<file path="src/rtl/ciw_pkg.sv">
package ciw_pkg;

  localparam int unsigned CodeW = 4;
  localparam int unsigned LenW  = 28;
  localparam int unsigned PosW  = 31;

  localparam logic [PosW-1:0] PosMax = {PosW{1'b1}};

  // per-code consumption masks, bit n set when code n moves the position
  localparam logic [15:0] QueryMoveMask = 16'h0193;
  localparam logic [15:0] RefMoveMask   = 16'h018D;

  localparam logic [CodeW-1:0] CodeHardClip = 4'd5;
  localparam logic [CodeW-1:0] CodeSoftClip = 4'd4;

  typedef enum logic [1:0] {
    CMD_BEGIN = 2'd0,
    CMD_COUNT = 2'd1,
    CMD_WALK  = 2'd2,
    CMD_NONE  = 2'd3
  } cmd_e;

  typedef enum logic [1:0] {
    KIND_BEGIN = 2'd0,
    KIND_COUNT = 2'd1,
    KIND_WALK  = 2'd2
  } kind_e;

  // classified work word passed from front to back
  typedef struct packed {
    kind_e             kind;
    logic [CodeW-1:0]  op_code;
    logic [LenW-1:0]   op_length;
    logic [PosW-1:0]   ref_val;   // begin: ref start, walk: ref advance
    logic [PosW-1:0]   qry_val;   // begin: query start, count/walk: query advance
    logic              reverse;
  } entry_t;

  typedef struct packed {
    logic [CodeW-1:0] op_code;
    logic [LenW-1:0]  op_length;
    logic [PosW-1:0]  ref_from;
    logic [PosW-1:0]  ref_to;
    logic [PosW-1:0]  query_from;
    logic [PosW-1:0]  query_to;
    logic             strand_reverse;
  } result_t;

endpackage

</file>
<file path="src/rtl/ciw_front.sv">
module ciw_front (
  input  logic                       clk_i,
  input  logic                       rst_ni,
  input  logic                       accept_i,
  input  logic [1:0]                 cmd_i,
  input  logic [31:0]                cigar_word_i,
  input  logic [ciw_pkg::PosW-1:0]   align_ref_start_i,
  input  logic                       align_reverse_i,
  input  logic                       unclip_mode_i,
  input  logic [ciw_pkg::PosW-1:0]   read_length_i,
  output logic                       keep_o,
  output ciw_pkg::entry_t            entry_o
);

  logic reverse_q, reverse_d;
  logic unclip_q, unclip_d;
  logic [ciw_pkg::CodeW-1:0] code_raw;
  logic [ciw_pkg::CodeW-1:0] code_walk;
  logic [ciw_pkg::LenW-1:0]  len;
  logic [ciw_pkg::PosW-1:0]  len_ext;
  logic                      q_move_raw;
  logic                      q_move_walk;
  logic                      r_move_walk;

  assign code_raw    = cigar_word_i[ciw_pkg::CodeW-1:0];
  assign len         = cigar_word_i[31:ciw_pkg::CodeW];
  assign len_ext     = {{(ciw_pkg::PosW-ciw_pkg::LenW){1'b0}}, len};
  // hard clip reads as soft clip in unclip mode
  assign code_walk   = (unclip_q && code_raw == ciw_pkg::CodeHardClip) ?
                       ciw_pkg::CodeSoftClip : code_raw;
  assign q_move_raw  = ciw_pkg::QueryMoveMask[code_raw] ||
                       (code_raw == ciw_pkg::CodeHardClip);
  assign q_move_walk = ciw_pkg::QueryMoveMask[code_walk];
  assign r_move_walk = ciw_pkg::RefMoveMask[code_walk];

  always_comb begin
    reverse_d         = reverse_q;
    unclip_d          = unclip_q;
    keep_o            = 1'b0;
    entry_o.kind      = ciw_pkg::KIND_WALK;
    entry_o.op_code   = code_walk;
    entry_o.op_length = len;
    entry_o.ref_val   = '0;
    entry_o.qry_val   = '0;
    entry_o.reverse   = reverse_q;
    unique case (ciw_pkg::cmd_e'(cmd_i))
      ciw_pkg::CMD_BEGIN: begin
        keep_o          = 1'b1;
        reverse_d       = align_reverse_i;
        unclip_d        = unclip_mode_i;
        entry_o.kind    = ciw_pkg::KIND_BEGIN;
        entry_o.ref_val = align_ref_start_i;
        entry_o.qry_val = (align_reverse_i && !unclip_mode_i) ? read_length_i : '0;
        entry_o.reverse = align_reverse_i;
      end
      ciw_pkg::CMD_COUNT: begin
        // only the reverse unclip pre-pass moves anything
        keep_o          = reverse_q && unclip_q && q_move_raw && (len != '0);
        entry_o.kind    = ciw_pkg::KIND_COUNT;
        entry_o.qry_val = len_ext;
      end
      ciw_pkg::CMD_WALK: begin
        keep_o          = 1'b1;
        entry_o.kind    = ciw_pkg::KIND_WALK;
        entry_o.ref_val = r_move_walk ? len_ext : '0;
        entry_o.qry_val = q_move_walk ? len_ext : '0;
      end
      default: begin
        keep_o = 1'b0;
      end
    endcase
    if (!accept_i) begin
      reverse_d = reverse_q;
      unclip_d  = unclip_q;
    end
  end

  always_ff @(posedge clk_i or negedge rst_ni) begin
    if (!rst_ni) begin
      reverse_q <= 1'b0;
      unclip_q  <= 1'b0;
    end else begin
      reverse_q <= reverse_d;
      unclip_q  <= unclip_d;
    end
  end

endmodule

</file>
<file path="src/rtl/ciw_queue.sv">
module ciw_queue (
  input  logic            clk_i,
  input  logic            rst_ni,
  input  logic            push_i,
  input  ciw_pkg::entry_t entry_i,
  output logic            full_o,
  input  logic            pop_i,
  output logic            empty_o,
  output ciw_pkg::entry_t entry_o
);

  ciw_pkg::entry_t store_q [4];
  logic [1:0] wr_ptr_q, rd_ptr_q;
  logic [2:0] cnt_q, cnt_d;
  logic       do_push, do_pop;

  assign full_o  = (cnt_q == 3'd4);
  assign empty_o = (cnt_q == 3'd0);
  assign do_push = push_i && !full_o;
  assign do_pop  = pop_i && !empty_o;
  assign entry_o = store_q[rd_ptr_q];

  always_comb begin
    cnt_d = cnt_q;
    if (do_push && !do_pop) begin
      cnt_d = cnt_q + 3'd1;
    end else if (do_pop && !do_push) begin
      cnt_d = cnt_q - 3'd1;
    end
  end

  always_ff @(posedge clk_i or negedge rst_ni) begin
    if (!rst_ni) begin
      wr_ptr_q <= '0;
      rd_ptr_q <= '0;
      cnt_q    <= '0;
    end else begin
      cnt_q <= cnt_d;
      if (do_push) begin
        wr_ptr_q <= wr_ptr_q + 2'd1;
      end
      if (do_pop) begin
        rd_ptr_q <= rd_ptr_q + 2'd1;
      end
    end
  end

  always_ff @(posedge clk_i) begin
    if (do_push) begin
      store_q[wr_ptr_q] <= entry_i;
    end
  end

endmodule

</file>
<file path="src/rtl/ciw_back.sv">
module ciw_back (
  input  logic             clk_i,
  input  logic             rst_ni,
  input  logic             q_empty_i,
  input  ciw_pkg::entry_t  entry_i,
  output logic             q_pop_o,
  input  logic             pop_i,
  output logic             empty_o,
  output ciw_pkg::result_t res_o
);

  logic [ciw_pkg::PosW-1:0] ref_q, ref_d;
  logic [ciw_pkg::PosW-1:0] qry_q, qry_d;
  logic [ciw_pkg::PosW:0]   q_sum, r_sum;
  logic [ciw_pkg::PosW-1:0] q_add, q_sub, r_add, q_stop;
  logic                     is_walk, exec, res_pop, res_push;
  ciw_pkg::result_t         res_d;

  ciw_pkg::result_t res_q [2];
  logic       res_wr_q, res_rd_q;
  logic [1:0] res_cnt_q;

  assign empty_o = (res_cnt_q == 2'd0);
  assign res_pop = pop_i && !empty_o;
  assign res_o   = res_q[res_rd_q];

  assign is_walk  = (entry_i.kind == ciw_pkg::KIND_WALK);
  // a walk needs a free result slot, other words never stall
  assign exec     = !q_empty_i && (!is_walk || res_cnt_q != 2'd2 || res_pop);
  assign q_pop_o  = exec;
  assign res_push = exec && is_walk;

  // saturating position arithmetic
  assign q_sum = {1'b0, qry_q} + {1'b0, entry_i.qry_val};
  assign r_sum = {1'b0, ref_q} + {1'b0, entry_i.ref_val};
  assign q_add = q_sum[ciw_pkg::PosW] ? ciw_pkg::PosMax : q_sum[ciw_pkg::PosW-1:0];
  assign r_add = r_sum[ciw_pkg::PosW] ? ciw_pkg::PosMax : r_sum[ciw_pkg::PosW-1:0];
  assign q_sub = (entry_i.qry_val >= qry_q) ? '0 : (qry_q - entry_i.qry_val);
  assign q_stop = entry_i.reverse ? q_sub : q_add;

  always_comb begin
    ref_d = ref_q;
    qry_d = qry_q;
    res_d.op_code        = entry_i.op_code;
    res_d.op_length      = entry_i.op_length;
    res_d.ref_from       = ref_q;
    res_d.ref_to         = r_add;
    res_d.query_from     = entry_i.reverse ? q_stop : qry_q;
    res_d.query_to       = entry_i.reverse ? qry_q : q_stop;
    res_d.strand_reverse = entry_i.reverse;
    if (exec) begin
      case (entry_i.kind)
        ciw_pkg::KIND_BEGIN: begin
          ref_d = entry_i.ref_val;
          qry_d = entry_i.qry_val;
        end
        ciw_pkg::KIND_COUNT: begin
          qry_d = q_add;
        end
        ciw_pkg::KIND_WALK: begin
          ref_d = r_add;
          qry_d = q_stop;
        end
        default: begin
          ref_d = ref_q;
        end
      endcase
    end
  end

  always_ff @(posedge clk_i or negedge rst_ni) begin
    if (!rst_ni) begin
      ref_q     <= '0;
      qry_q     <= '0;
      res_wr_q  <= 1'b0;
      res_rd_q  <= 1'b0;
      res_cnt_q <= '0;
    end else begin
      ref_q <= ref_d;
      qry_q <= qry_d;
      if (res_push) begin
        res_wr_q <= ~res_wr_q;
      end
      if (res_pop) begin
        res_rd_q <= ~res_rd_q;
      end
      if (res_push && !res_pop) begin
        res_cnt_q <= res_cnt_q + 2'd1;
      end else if (res_pop && !res_push) begin
        res_cnt_q <= res_cnt_q - 2'd1;
      end
    end
  end

  always_ff @(posedge clk_i) begin
    if (res_push) begin
      res_q[res_wr_q] <= res_d;
    end
  end

endmodule

</file>
<file path="src/rtl/cigar_interval_walk.sv">
// cigar_interval_walk: turns packed cigar words into reference and query intervals
// input side is a queue: drive the word on the input ports and raise push; it is
// taken at a clock edge where push is high and full is low
// cmd begin loads ref start, strand, unclip mode and read length; cmd count adds
// to the query start during the reverse unclip pre-pass; cmd walk emits one interval
// result side is a queue too: while empty is low the oldest interval is on the
// result ports, and it is taken at an edge where pop is high
// the front decodes each word and keeps the strand and unclip flags, a four-word
// queue feeds the back, which owns the two running positions and a two-entry
// result queue
// throughput: one word per cycle while full is low, set by the saturating add/select
// loop on the running positions in the back
// a taken walk word is written into the middle queue and then into the result
// queue, from where it shows on the result ports
// when pop stays low the result queue fills, the back holds walk words, the
// middle queue fills and full rises; begin and count words at the queue head keep draining
// reset clears both positions, both flags and every queue
module cigar_interval_walk (
  input  logic                      clk_i,
  input  logic                      rst_ni,
  input  logic                      push,
  output logic                      full,
  input  logic [1:0]                cmd_i,
  input  logic [31:0]               cigar_word_i,
  input  logic [ciw_pkg::PosW-1:0]  align_ref_start_i,
  input  logic                      align_reverse_i,
  input  logic                      unclip_mode_i,
  input  logic [ciw_pkg::PosW-1:0]  read_length_i,
  output logic                      empty,
  input  logic                      pop,
  output logic [ciw_pkg::CodeW-1:0] op_code_o,
  output logic [ciw_pkg::LenW-1:0]  op_length_o,
  output logic [ciw_pkg::PosW-1:0]  ref_from_o,
  output logic [ciw_pkg::PosW-1:0]  ref_to_o,
  output logic [ciw_pkg::PosW-1:0]  query_from_o,
  output logic [ciw_pkg::PosW-1:0]  query_to_o,
  output logic                      strand_reverse_o
);

  logic             in_accept;
  logic             front_keep;
  ciw_pkg::entry_t  front_entry;
  ciw_pkg::entry_t  back_entry;
  logic             q_empty;
  logic             q_pop;
  ciw_pkg::result_t res;

  // full comes straight from the middle queue count
  assign in_accept = push && !full;

  ciw_front u_front (
    .clk_i             (clk_i),
    .rst_ni            (rst_ni),
    .accept_i          (in_accept),
    .cmd_i             (cmd_i),
    .cigar_word_i      (cigar_word_i),
    .align_ref_start_i (align_ref_start_i),
    .align_reverse_i   (align_reverse_i),
    .unclip_mode_i     (unclip_mode_i),
    .read_length_i     (read_length_i),
    .keep_o            (front_keep),
    .entry_o           (front_entry)
  );

  // dropped words (ignored counts, unused cmd) never enter the queue
  ciw_queue u_queue (
    .clk_i   (clk_i),
    .rst_ni  (rst_ni),
    .push_i  (push && front_keep),
    .entry_i (front_entry),
    .full_o  (full),
    .pop_i   (q_pop),
    .empty_o (q_empty),
    .entry_o (back_entry)
  );

  ciw_back u_back (
    .clk_i     (clk_i),
    .rst_ni    (rst_ni),
    .q_empty_i (q_empty),
    .entry_i   (back_entry),
    .q_pop_o   (q_pop),
    .pop_i     (pop),
    .empty_o   (empty),
    .res_o     (res)
  );

  assign op_code_o        = res.op_code;
  assign op_length_o      = res.op_length;
  assign ref_from_o       = res.ref_from;
  assign ref_to_o         = res.ref_to;
  assign query_from_o     = res.query_from;
  assign query_to_o       = res.query_to;
  assign strand_reverse_o = res.strand_reverse;

`ifndef SYNTHESIS
  // query bounds leave in ascending order
  assert property (@(posedge clk_i) disable iff (!rst_ni)
    !empty |-> (query_from_o <= query_to_o))
    else $error("query interval out of order");

  // the reference position only moves forward
  assert property (@(posedge clk_i) disable iff (!rst_ni)
    !empty |-> (ref_from_o <= ref_to_o))
    else $error("reference interval out of order");

  // a hard clip that leaves as a hard clip never moves the query position
  assert property (@(posedge clk_i) disable iff (!rst_ni)
    (!empty && op_code_o == ciw_pkg::CodeHardClip) |-> (query_from_o == query_to_o))
    else $error("hard clip moved the query position");
`endif

endmodule
</file>
<file path="config.mk">
export PLATFORM = sky130hd
export DESIGN_NAME = cigar_interval_walk
export DESIGN_NICKNAME = d
export VERILOG_FILES = /design/src/rtl/ciw_pkg.sv /design/src/rtl/ciw_front.sv /design/src/rtl/ciw_queue.sv /design/src/rtl/ciw_back.sv /design/src/rtl/cigar_interval_walk.sv
export SDC_FILE = /design/constraint.sdc
export NUM_CORES = 1
export LEC_CHECK = 0
export ABC_AREA = 1
export BUFFER_PORTS_ARGS = -buffer_cell sky130_fd_sc_hd__clkbuf_2
export CAP_MARGIN = 20
export CELL_PAD_IN_SITES_DETAIL_PLACEMENT = 1
export CELL_PAD_IN_SITES_GLOBAL_PLACEMENT = 1
export CORE_UTILIZATION = 50
export CTS_BUF_LIST = sky130_fd_sc_hd__clkbuf_8
export DETAILED_ROUTE_END_ITERATION = 6
export PLACE_DENSITY = 0.89
export RECOVER_POWER = 25
export SYNTH_ARGS = -nofsm -noshare
export SYNTH_HDL_FRONTEND = slang
export SYNTH_HIERARCHICAL = 1
export SYNTH_SLANG_ARGS = --single-unit
export TNS_END_PERCENT = 100
</file>
<file path="constraint.sdc">
create_clock -name clk_i -period 27.9 [get_ports clk_i]
set_clock_uncertainty 0.1 [all_clocks]
set_input_delay 1.395 -clock clk_i [delete_from_list [all_inputs] [get_ports clk_i]]
set_output_delay 1.395 -clock clk_i [all_outputs]
set_load 0.01 [all_outputs]
</file>
Yosys cells after proc, flatten, opt, wreduce, memory -nomap -nowiden
Memory sizes are Yosys's and may differ from the RTL's.
Index checks and enable logic that the tools add are counted.
{"block": "op_classes", "n_addsub": 9, "n_mul": 0, "n_div": 0, "n_lt_le_gt_ge": 3, "n_eq_ne": 7, "shift": 0, "n_mux": 28, "bitwise": 2, "n_reduce_logical": 41}
{"op": "$mux 31", "n": 7}
{"op": "$pmux 31 s3", "n": 2}
{"op": "$pmux 31 s2", "n": 2}
{"op": "$add 31x31->32", "n": 2}
{"op": "$mux 28", "n": 2}
{"op": "$ge 31x31->1", "n": 1}
{"op": "$sub 31x31->31", "n": 1}
{"op": "$reduce_bool 28->1", "n": 1}
{"op": "$logic_and 1x1->1", "n": 16}
{"op": "$lt 4x5->1 const B", "n": 2}
{"op": "$logic_not 1->1", "n": 9}
{"op": "$mux 1", "n": 8}
{"op": "$add 2x1->2 const B", "n": 3}
{"op": "$logic_not 2->1", "n": 3}
{"op": "$mux 3", "n": 2}
{"op": "$reduce_and 2->1", "n": 3}
{"op": "$reduce_bool 2->1", "n": 3}
{"op": "$eq 2x1->1 const B", "n": 2}
{"op": "$eq 2x2->1 const B", "n": 2}
{"op": "$eq 4x3->1 const B", "n": 1}
{"op": "$mux 2", "n": 2}
{"op": "$mux 4", "n": 1}
{"op": "$pmux 2 s2", "n": 1}
{"op": "$add 3x1->3 const B", "n": 1}
{"op": "other kinds (10)", "n": 13}
{"block": "totals", "regBits": 75, "latch_bits": 0, "ram_bits": 702, "romBits": 48, "output_inout_bits": 159, "memories": 5}
{"name": "u_queue.store_q", "words": 4, "word_bits": 97, "read_ports": 1, "rd_clocked_by_memory_dff": 0, "wr": 1, "line": "ciw_queue.sv:12", "source": "ciw_pkg::entry_t store_q [4];"}
{"name": "u_back.res_q", "words": 2, "word_bits": 157, "read_ports": 1, "rd_clocked_by_memory_dff": 0, "wr": 1, "line": "ciw_back.sv:19", "source": "ciw_pkg::result_t res_q [2];"}
{"name": "(name not given)", "words": 16, "word_bits": 1, "read_ports": 1, "rd_clocked_by_memory_dff": 0, "wr": 0, "line": "ciw_front.sv:31", "source": "assign q_move_raw = ciw_pkg::QueryMoveMask[code_raw] ||"}
{"name": "(name not given)", "words": 16, "word_bits": 1, "read_ports": 1, "rd_clocked_by_memory_dff": 0, "wr": 0, "line": "ciw_front.sv:33", "source": "assign q_move_walk = ciw_pkg::QueryMoveMask[code_walk];"}
{"name": "(name not given)", "words": 16, "word_bits": 1, "read_ports": 1, "rd_clocked_by_memory_dff": 0, "wr": 0, "line": "ciw_front.sv:34", "source": "assign r_move_walk = ciw_pkg::RefMoveMask[code_walk];"}

Depth between registers and ports, before layout
Gate-level depths: netlist (run 1).
{"block": "logic_depth", "word_depth": 12, "mapped_depth": 27, "depth_no_buf": 23}

Hierarchy
Netlist (run 1), hierarchy kept.
{"module": "ciw_back", "instances": 1, "cells_per_inst": 2949, "area_each_um2": 22885.7, "seq_area_each_um2": 11080.6}
{"module": "ciw_queue", "instances": 1, "cells_per_inst": 1193, "area_each_um2": 16761.1, "seq_area_each_um2": 11826.3}
{"module": "ciw_front", "instances": 1, "cells_per_inst": 338, "area_each_um2": 1845.5, "seq_area_each_um2": 50.0}
{"module": "cigar_interval_walk", "instances": 1, "cells_per_inst": 4, "area_each_um2": 17.5, "seq_area_each_um2": 0.0}

Worst setup path before layout (run 1)
Ideal clock, no wire load.
{"block": "synth_timing", "path_type": "input-to-reg", "startpoint": "input port pop", "endpoint": "memory u_back/res_q[0][0] (netlist bit), enable pin", "setup_time_ns": 0.676, "arrival_time_ns": 8.464, "required_time_ns": 27.124, "setup_slack_ns": 18.660, "stages": 6, "n_path_buf": 0, "cell_sequence": "o21ai_1 > nand4_1 > nand2_1 > nor2_4 > inv_1 > nor2_1"}
{"block": "synth_via", "elab_chain_len": 6}
{"element": "start, declared", "line": "cigar_interval_walk.sv:30", "source": "input logic pop,"}
{"element": "$logic_and 1x1->1", "line": "ciw_back.sv:24", "source": "assign res_pop = pop_i && !empty_o;"}
{"element": "$logic_or 1x1->1", "line": "ciw_back.sv:29", "source": "assign exec = !q_empty_i && (!is_walk || res_cnt_q != 2'd2 || res_pop);"}
{"element": "$logic_and 1x1->1", "line": "ciw_back.sv:29"}
{"element": "$logic_and 1x1->1", "line": "ciw_back.sv:31", "source": "assign res_push = exec && is_walk;"}
{"element": "named net u_back.res_push", "line": "ciw_back.sv:16", "source": "logic is_walk, exec, res_pop, res_push;"}
{"element": "$mux 1", "line": "ciw_back.sv:96", "source": "if (res_push) begin"}
{"element": "$mux 1 (not written as such)", "line": "ciw_back.sv:97", "source": "res_q[res_wr_q] <= res_d;"}
{"element": "end, declared", "line": "ciw_back.sv:19"}
The timed path passes the listed nets, and every way through them passes these cells.

==> out/results.md, run 1 <==
| Group | Quantity | This run |
|:---|:---|:---|
| synth | Sequential area share after synthesis | 55.3% |
| synth | Post-synthesis mux area share | 0% |
| floorplanning | Area of the die | 0.0842 mm^2 |
| clock tree | Clock latency at the later pin of the worst-skew pair | 0.84 ns |
| clock tree | Number of hold buffers added after CTS | 0 |
| place | Post-DP HPWL | 99.4 mm |
| sta | Highest Clock Rate | 0.0830 GHz |
| sta | # setup viols final | 0 |
| setup path | CP required | 28.48 ns |
| floorplanning | Area inside the core boundary | 0.0821 mm^2 |
| cells and area | Area used by sequential logic in the layout | 0.0230 mm^2 |
| setup path | Arrival time at the worst endpoint | 12.62 ns |
| clock tree | Resized cells post-CTS | 0 |
| cells and area | Leading cell type in the layout, fill and taps excluded | nand2_1 |
| clock tree | Max H-tree Level | 4 |
| floorplanning | Die boundary height | 290 um |
| synth | Unique cell type count in the Yosys netlist | 43 |
| sta | Max-slew headroom at the worst pin | -170% |
| cells and area | Fillers | 9458 |
| grt | Grt ovf | 0 |
| cells and area | Total area of multi-input combinational cells | 0.0149 mm^2 |
| detailed routing | DRC violation total after the first TritonRoute iteration | 3310 |
| clock tree | Maximum buffer depth of the clock tree | 3 |
| detailed routing | Detailed-route DRC error count | 0 |
| setup path | CP max FO | 57 |
| floorplanning | Starting Density | 50.6% |
| grt | Maximum number of pins on one net before global-route repair | 154 |
| synth | Post-synthesis share of cell area spent on and, or, nand and nor gates | 21.6% |
| synth | Synth Warn # | 6 |
| clock tree | Num CTS Buffers | 136 |
| place | PortBufs | 260 |
| sta | Final critical delay including setup and external delays | 12.04 ns |
| worst hold path | Kind of path behind the tightest hold check | flop to flop |
| synth | Syn Inst Count | 4484 |
| synth | Avg Synthesized Cell Area | 9.26 um^2 |
| detailed routing | Drt via density | 5.77 |
| floorplanning | Horizontal die dimension | 290 um |
| clock tree | Clk sink count | 777 |
| sta | Max-slew violations | 464 |
| sta | Number of hold violations in the final report | 0 |
| cells and area | Net count of the finished layout | 4903 |
| synth | Primary FF master, synth | edfxtp_1 |
| sta | RSZ-0062 raised after global routing | no |
| synth | Biggest area contributors in the synthesized netlist | edfxtp_1, nand2_1, o211ai_2, inv_1, dfrtp_1 |
| place | Final GP Congestion | 0.994 |
| cells and area | Most frequent cells in the layout | nand2_1, edfxtp_1, inv_1, clkbuf_2, nor2_1 |
| cells and area | Area added between synthesis and finish | 10.2% |
| detailed routing | Total iterations of the first detailed-routing run | 5 |
| clock tree | Root Buffer | clkbuf_8 |
| cells and area | Layout cells sized above 1 | 14.7% |
| grt | Number of antenna violations at the first check in global routing | 3 |
| sta | Part of the cycle the worst path needs | 43.2% |
| grt | GR Util All Layers | 33.7% |
| flow run | Number of maximum-capacitance constraint violations | 10 |
| grt | Wire length of the first global-routing pass | 215 mm |
| synth | Synthesized net count | 4697 |
| outcome | Violated checks | max-capacitance violations, max-slew violations |
| sta | Total negative setup slack | 0 ns |
| detailed routing | Total Wirelength | 144 mm |
| clock tree | Clock tree from TritonCTS | done |
| synth | Total of flip-flops plus latches after synthesis | 777 |
| synth | Share of the synthesized area in the top cell type | 50.8% |
| sta | Actual transition at the worst max-transition pin | 4.05 ns |
| setup path | CP Launch Type | flop |
| detailed routing | Drt wl/cell | 24.5 um |
| synth | Complex-gate fraction of the synthesized area | 10.2% |
| synth | Area of the mapped netlist | 0.0415 mm^2 |
| synth | Main combinational cell family by area after synthesis | simple AND/OR/NAND/NOR gates |
| detailed routing | Post-route ant nets | 0 |
| setup path | Start-to-end type of the worst setup path | flop to flop |
| synth | EDFF count, synth | 702 |
| clock tree | Clock-pin transition on the worst setup and hold timing paths | 0.06 ns |
| floorplanning | Row Count | 105 |
| detailed routing | Number of vias after detailed routing | 33900 |
| floorplanning | IO Count | 261 |
| synth | Synthesized-area fraction occupied by adder cells | 3.42% |
| grt | Number of global-route vias before repair | 35400 |
| synth | Synthesized-area fraction occupied by xor and xnor cells | 0.717% |
| setup path | Type of destination of the critical path | flop |
| clock tree | # Post-CTS Setup Buffers | 0 |
| synth | Proportion of synthesized flip-flops having asynchronous set or reset | 9.65% |
| outcome | Run status | finished, violations left |
| synth | Library cell occupying the most area in the post-synthesis netlist | edfxtp_1 |
[cell usage after synthesis, types with 13 or more instances]
cell,n
ha_1,107
o21ai_1,33
buf_6,39
nor2_1,218
buf_2,43
nand3_1,174
nor3_1,13
buf_1,13
clkbuf_1,91
nand2_1,1617
dfrtp_1,75
inv_1,580
a21oi_1,155
nand4_1,83
buf_4,45
nand3_2,31
edfxtp_1,702
o211ai_2,179
xor2_1,26
o21ai_0,145
o211ai_1,15
[routing by layer]
layer	part of all wire, %	vias up	GRT usage, %
met2	48	1580	55.1
met5	0.020	-	0
met1	41	16800	44.0
met4	4.3	4	14.9
met3	7.6	349	5.83
li1	-	15200	-
[logic make-up (layout without fill, tap and decap cells)]
logic type / count (synthesis) / count (layout)
other: 0 / 2
adders and majority gates: 111 / 111
buffers and inverters: 826 / 1141
AOI/OAI and AO/OA: 553 / 553
and+or+nand+nor: 2183 / 2183
DFF: 777 / 777
xor gates and xnor gates: 34 / 34
[registers in the layout (all words and copies together) (netlist names)]
| name | count |
|---|---|
| u_back/res_q | 314 |
| u_queue/cnt_q | 3 |
| u_queue/rd_ptr_q | 2 |
| u_back/ref_q | 31 |
| u_back/qry_q | 31 |
| u_queue/store_q | 388 |
| u_queue/wr_ptr_q | 2 |
| u_back/res_wr_q | 1 |
| u_back/res_rd_q | 1 |
| u_back/res_cnt_q | 2 |
| u_front/unclip_q | 1 |
| u_front/reverse_q | 1 |
[path summary, 6_finish.rpt]
check | slack (ns) | cells past startpoint | endpoint | start
worst min-delay path | 0.41 | 0 | u_back/res_q[0][98] | u_back/ref_q[4]
min in group asynchronous | 0.94 | 1 | u_back/qry_q[13] | rst_ni
max in group asynchronous | 21.86 | 2 | u_back/res_rd_q | rst_ni
worst max register to register | 15.86 | 19 | u_back/qry_q[4] | u_queue/rd_ptr_q[1]
worst max-delay path | 15.86 | 19 | u_back/qry_q[4] | u_queue/rd_ptr_q[1]
worst min register to register | 0.41 | 0 | u_back/res_q[0][98] | u_back/ref_q[4]
[worst max-delay path, stage by stage (launching register included)]
cell	delay (ns)
dfrtp_1	2.28
clkinvlp_2	3.98
clkbuf_1	1.78
o211ai_2	0.40
nand2_1	0.27
inv_1	0.14
ha_1	0.33
inv_1	0.13
nand2_1	0.09
nand2_1	0.08
nand2_1	0.07
nand2_1	0.13
a21oi_2	0.15
nand2_2	0.11
a21oi_4	0.91
nand2_1	0.22
nand2_1	0.15
a21oi_1	0.09
o21ai_1	0.21
nand2_1	0.14
[per-stage QoR]
| step | setup slack [ns] | utilization, % | std cells | area [um^2] | hold WS, ns |
|---|---|---|---|---|---|
| after floorplan | 18.66 | - | 4484 | 41500 | 0.363 |
| after global placement | 21.57 | 52.5 | 5619 | 43100 | 0.387 |
| after detailed placement | 21.24 | 52.5 | 5620 | 43100 | 0.392 |
| after CTS | 21.27 | 55.8 | 5867 | 45800 | 0.373 |
| after global routing | 15.47 | 55.7 | 5870 | 45700 | 0.409 |
| final | 15.86 | 55.7 | 5871 | 45700 | 0.410 |
[cell type report]
cell class | instances | area share (%)
antenna | 2 | 0.0109
clock buffer | 142 | 4.27
clock inverter | 105 | 1.55
inverter | 595 | 4.91
multi-input combinational | 2881 | 32.7
sequential | 777 | 50.2
tap | 1070 | 2.93
timing repair buffer | 299 | 3.47
Power of run 1 is not shown: default switching activity piles up to over one toggle a cycle in this logic, so the estimate is an artifact.
==> run 2, diff against run 1 <==
Settings changed: CORE_UTILIZATION 50 to 49, PLACE_DENSITY 0.89 to 0.87.
Clock period 27.9 ns to 11.8 ns, I/O delays scaled along.
==> out/results.md, run 2 (synthesis gave the netlist of run 1 again) <==
| Group | Quantity | This run | Delta |
|:---|:---|:---|:---|
| setup path | CP required | 12.38 ns | was 28.48 ns |
| setup path | Worst path slowest cell | clkinvlp_2 | unchanged |
| detailed routing | Number of vias after detailed routing | 33700 | was 33900 |
| detailed routing | Post-route ant nets | 0 | unchanged |
| sta | Worst setup slack after layout | 3.43 ns | was 15.86 ns |
| setup path | CP max FO | 49 | was 57 |
| detailed routing | Total Wirelength | 139 mm | was 144 mm |
| sta | Worst hold slack after final layout | 0.0554 ns | was 0.410 ns |
| sta | # setup viols final | 0 | unchanged |
| sta | Part of the cycle the worst path needs | 70.9% | was 43.2% |
| clock tree | Clock-pin transition on the worst setup and hold timing paths | 0.06 ns | about the same |
| floorplanning | Area of the die | 0.0859 mm^2 | was 0.0842 mm^2 |
| clock tree | Clock latency at the later pin of the worst-skew pair | 0.82 ns | was 0.84 ns |
| sta | Max-slew headroom at the worst pin | -164% | was -170% |
| setup path | FF-to-FF Start | u_queue/rd_ptr_q[1] | unchanged |
| place | Final GP Congestion | 0.997 | was 0.994 |
| sta | Highest Clock Rate | 0.119 GHz | was 0.0830 GHz |
| cells and area | Number of flip-flops in the largest register | 388 | unchanged |
| setup path | Largest incremental delay on the critical path | 1.99 ns | was 3.98 ns |
| setup path | CP Launch Type | flop | unchanged |
| setup path | Type of destination of the critical path | flop | unchanged |
| setup path | Cell chain of the critical path | clkinvlp_2 -> buf_4 -> buf_4 -> o211ai_2 -> nand2_1 -> inv_1 -> ha_2 -> buf_4 -> nand4_1 -> nand2_1 -> nor2_4 -> inv_1 -> nand2_2 -> inv_1 -> buf_4 -> a21oi_1 -> o21ai_0 -> nand2_1 | was clkinvlp_2 -> clkbuf_1 -> o211ai_2 -> nand2_1 -> inv_1 -> ha_1 -> inv_1 -> nand2_1 -> nand2_1 -> nand2_1 -> nand2_1 -> a21oi_2 -> nand2_2 -> a21oi_4 -> nand2_1 -> nand2_1 -> a21oi_1 -> o21ai_1 -> nand2_1 |
| cells and area | Biggest register | u_queue/store_q | unchanged |
| grt | Wire length of the first global-routing pass | 209 mm | was 215 mm |
| setup path | Critical Path Start | u_queue/rd_ptr_q[1] | unchanged |
| sta | Max-slew violations | 233 | was 464 |
| worst hold path | Hold Startpoint | push | was u_back/ref_q[4] |
| floorplanning | Area inside the core boundary | 0.0837 mm^2 | was 0.0821 mm^2 |
| grt | GR Util All Layers | 32.1% | was 33.7% |
| sta | RSZ-0062 raised after global routing | no | unchanged |
| sta | Actual transition at the worst max-transition pin | 3.97 ns | was 4.05 ns |
| cells and area | Net count of the finished layout | 4913 | was 4903 |
| place | PortBufs | 260 | unchanged |
| setup path | Start-to-end type of the worst setup path | flop to flop | unchanged |
| outcome | Run status | finished, violations left | unchanged |
| setup path | Arrival time at the worst endpoint | 8.95 ns | was 12.62 ns |
| clock tree | Clock tree from TritonCTS | done | unchanged |
| detailed routing | Drt wl/cell | 23.3 um | was 24.5 um |
| place | Post-DP HPWL | 96.6 mm | was 99.4 mm |
| setup path | Family of cells with the greatest summed delay on the critical path | buffers and inverters | unchanged |
| floorplanning | Row Count | 106 | was 105 |
| detailed routing | Drt via density | 5.66 | was 5.77 |
| setup path | Buffers plus inverters on the worst setup path | 8 | was 4 |
| grt | Grt ovf | 0 | unchanged |
| sta | Total negative setup slack | 0 ns | unchanged |
| detailed routing | DRC violation total after the first TritonRoute iteration | 3532 | was 3310 |
| cells and area | Layout cells sized above 1 | 14.4% | was 14.7% |
| flow run | Number of maximum-capacitance constraint violations | 5 | was 10 |
| floorplanning | Horizontal die dimension | 293 um | was 290 um |
| sta | Number of hold violations in the final report | 0 | unchanged |
| cells and area | Registers with the most flip-flops | u_queue/store_q x388, u_back/res_q x314 | unchanged |
| floorplanning | Starting Density | 49.6% | was 50.6% |
| sta | Final critical delay including setup and external delays | 8.37 ns | was 12.04 ns |
| detailed routing | Detailed-route DRC error count | 0 | unchanged |
| place | Pre-CTS setup slack | 5.70 ns | was 21.24 ns |
| outcome | Violated checks | max-capacitance violations, max-slew violations | unchanged |
| clock tree | Resized cells post-CTS | 0 | unchanged |
| setup path | Cell repeated most along the worst path | buf_4 | was nand2_1 |
| clock tree | Clk sink count | 777 | unchanged |
| clock tree | Maximum buffer depth of the clock tree | 3 | unchanged |
| clock tree | Root Buffer | clkbuf_8 | unchanged |
| clock tree | Num CTS Buffers | 135 | was 136 |
| cells and area | Leading cell type in the layout, fill and taps excluded | nand2_1 | unchanged |
| cells and area | Most frequent cells in the layout | nand2_1, edfxtp_1, inv_1, clkbuf_2, nor2_1 | unchanged |
| floorplanning | IO Count | 261 | unchanged |
| grt | Number of global-route vias before repair | 34800 | was 35400 |
| cells and area | Final Core Density | 54.7% | was 55.7% |
| grt | Number of antenna violations at the first check in global routing | 1 | was 3 |
| cells and area | Area added between synthesis and finish | 10.2% | about the same |
| clock tree | Max H-tree Level | 4 | unchanged |
| detailed routing | Total iterations of the first detailed-routing run | 5 | unchanged |
| worst hold path | Kind of path behind the tightest hold check | primary input to flop | was flop to flop |
| grt | Maximum number of pins on one net before global-route repair | 158 | was 154 |
| floorplanning | Die boundary height | 293 um | was 290 um |
-- run 2: worst min-delay path, cell delays in order --
cell and delay (ns):
clkbuf_2 0.09, nand2_1 0.05, inv_1 0.06, nand3_1 0.08
nand2_1 0.05
-- run 2: timing repair --
action / 4_1_cts / 5_1_grt
endpoints found under the hold margin: 53 / 0
setup endpoints to repair: 0 / 0
hold buffers: 10 / 0
setup buffers: 0 / 0
-- run 2: area by class of cell --
cell class / instances / area, um^2
antenna: 3 / 7.51
timing repair buffer: 310 / 1720
clock inverter: 101 / 563
clock buffer: 142 / 1950
sequential: 777 / 23000
multi-input combinational: 2881 / 14900
inverter: 595 / 2250
tap: 1134 / 1420
fill: 9606 / 37900
-- run 2: worst paths after layout --
check / to / slack [ns] / cells after the start
max: u_back/ref_q[13] / 3.43 / 18
min: u_queue/wr_ptr_q[0] / 0.06 / 5
max reg2reg: u_back/ref_q[13] / 3.43 / 18
min reg2reg: u_back/res_q[0][122] / 0.42 / 0
max in group asynchronous: u_back/qry_q[30] / 6.67 / 3
min in group asynchronous: u_queue/wr_ptr_q[1] / 0.52 / 2
-- run 2: per-layer routing --
layer	up-vias	global-route usage, %	part of all wire (%)
met2	1448	52.5	47
met3	340	5.39	7.6
met4	0	13.4	3.9
met5	-	0	0
li1	15200	-	-
met1	16700	42.3	41
-- run 2: through the flow --
stage,cells,cell area (um^2)
floorplan,4484,41500
global placement,5684,43200
detailed placement,5684,43200
CTS,5937,45800
global route,5942,45800
finish,5943,45800
Power of run 2 is left out for the same reason.
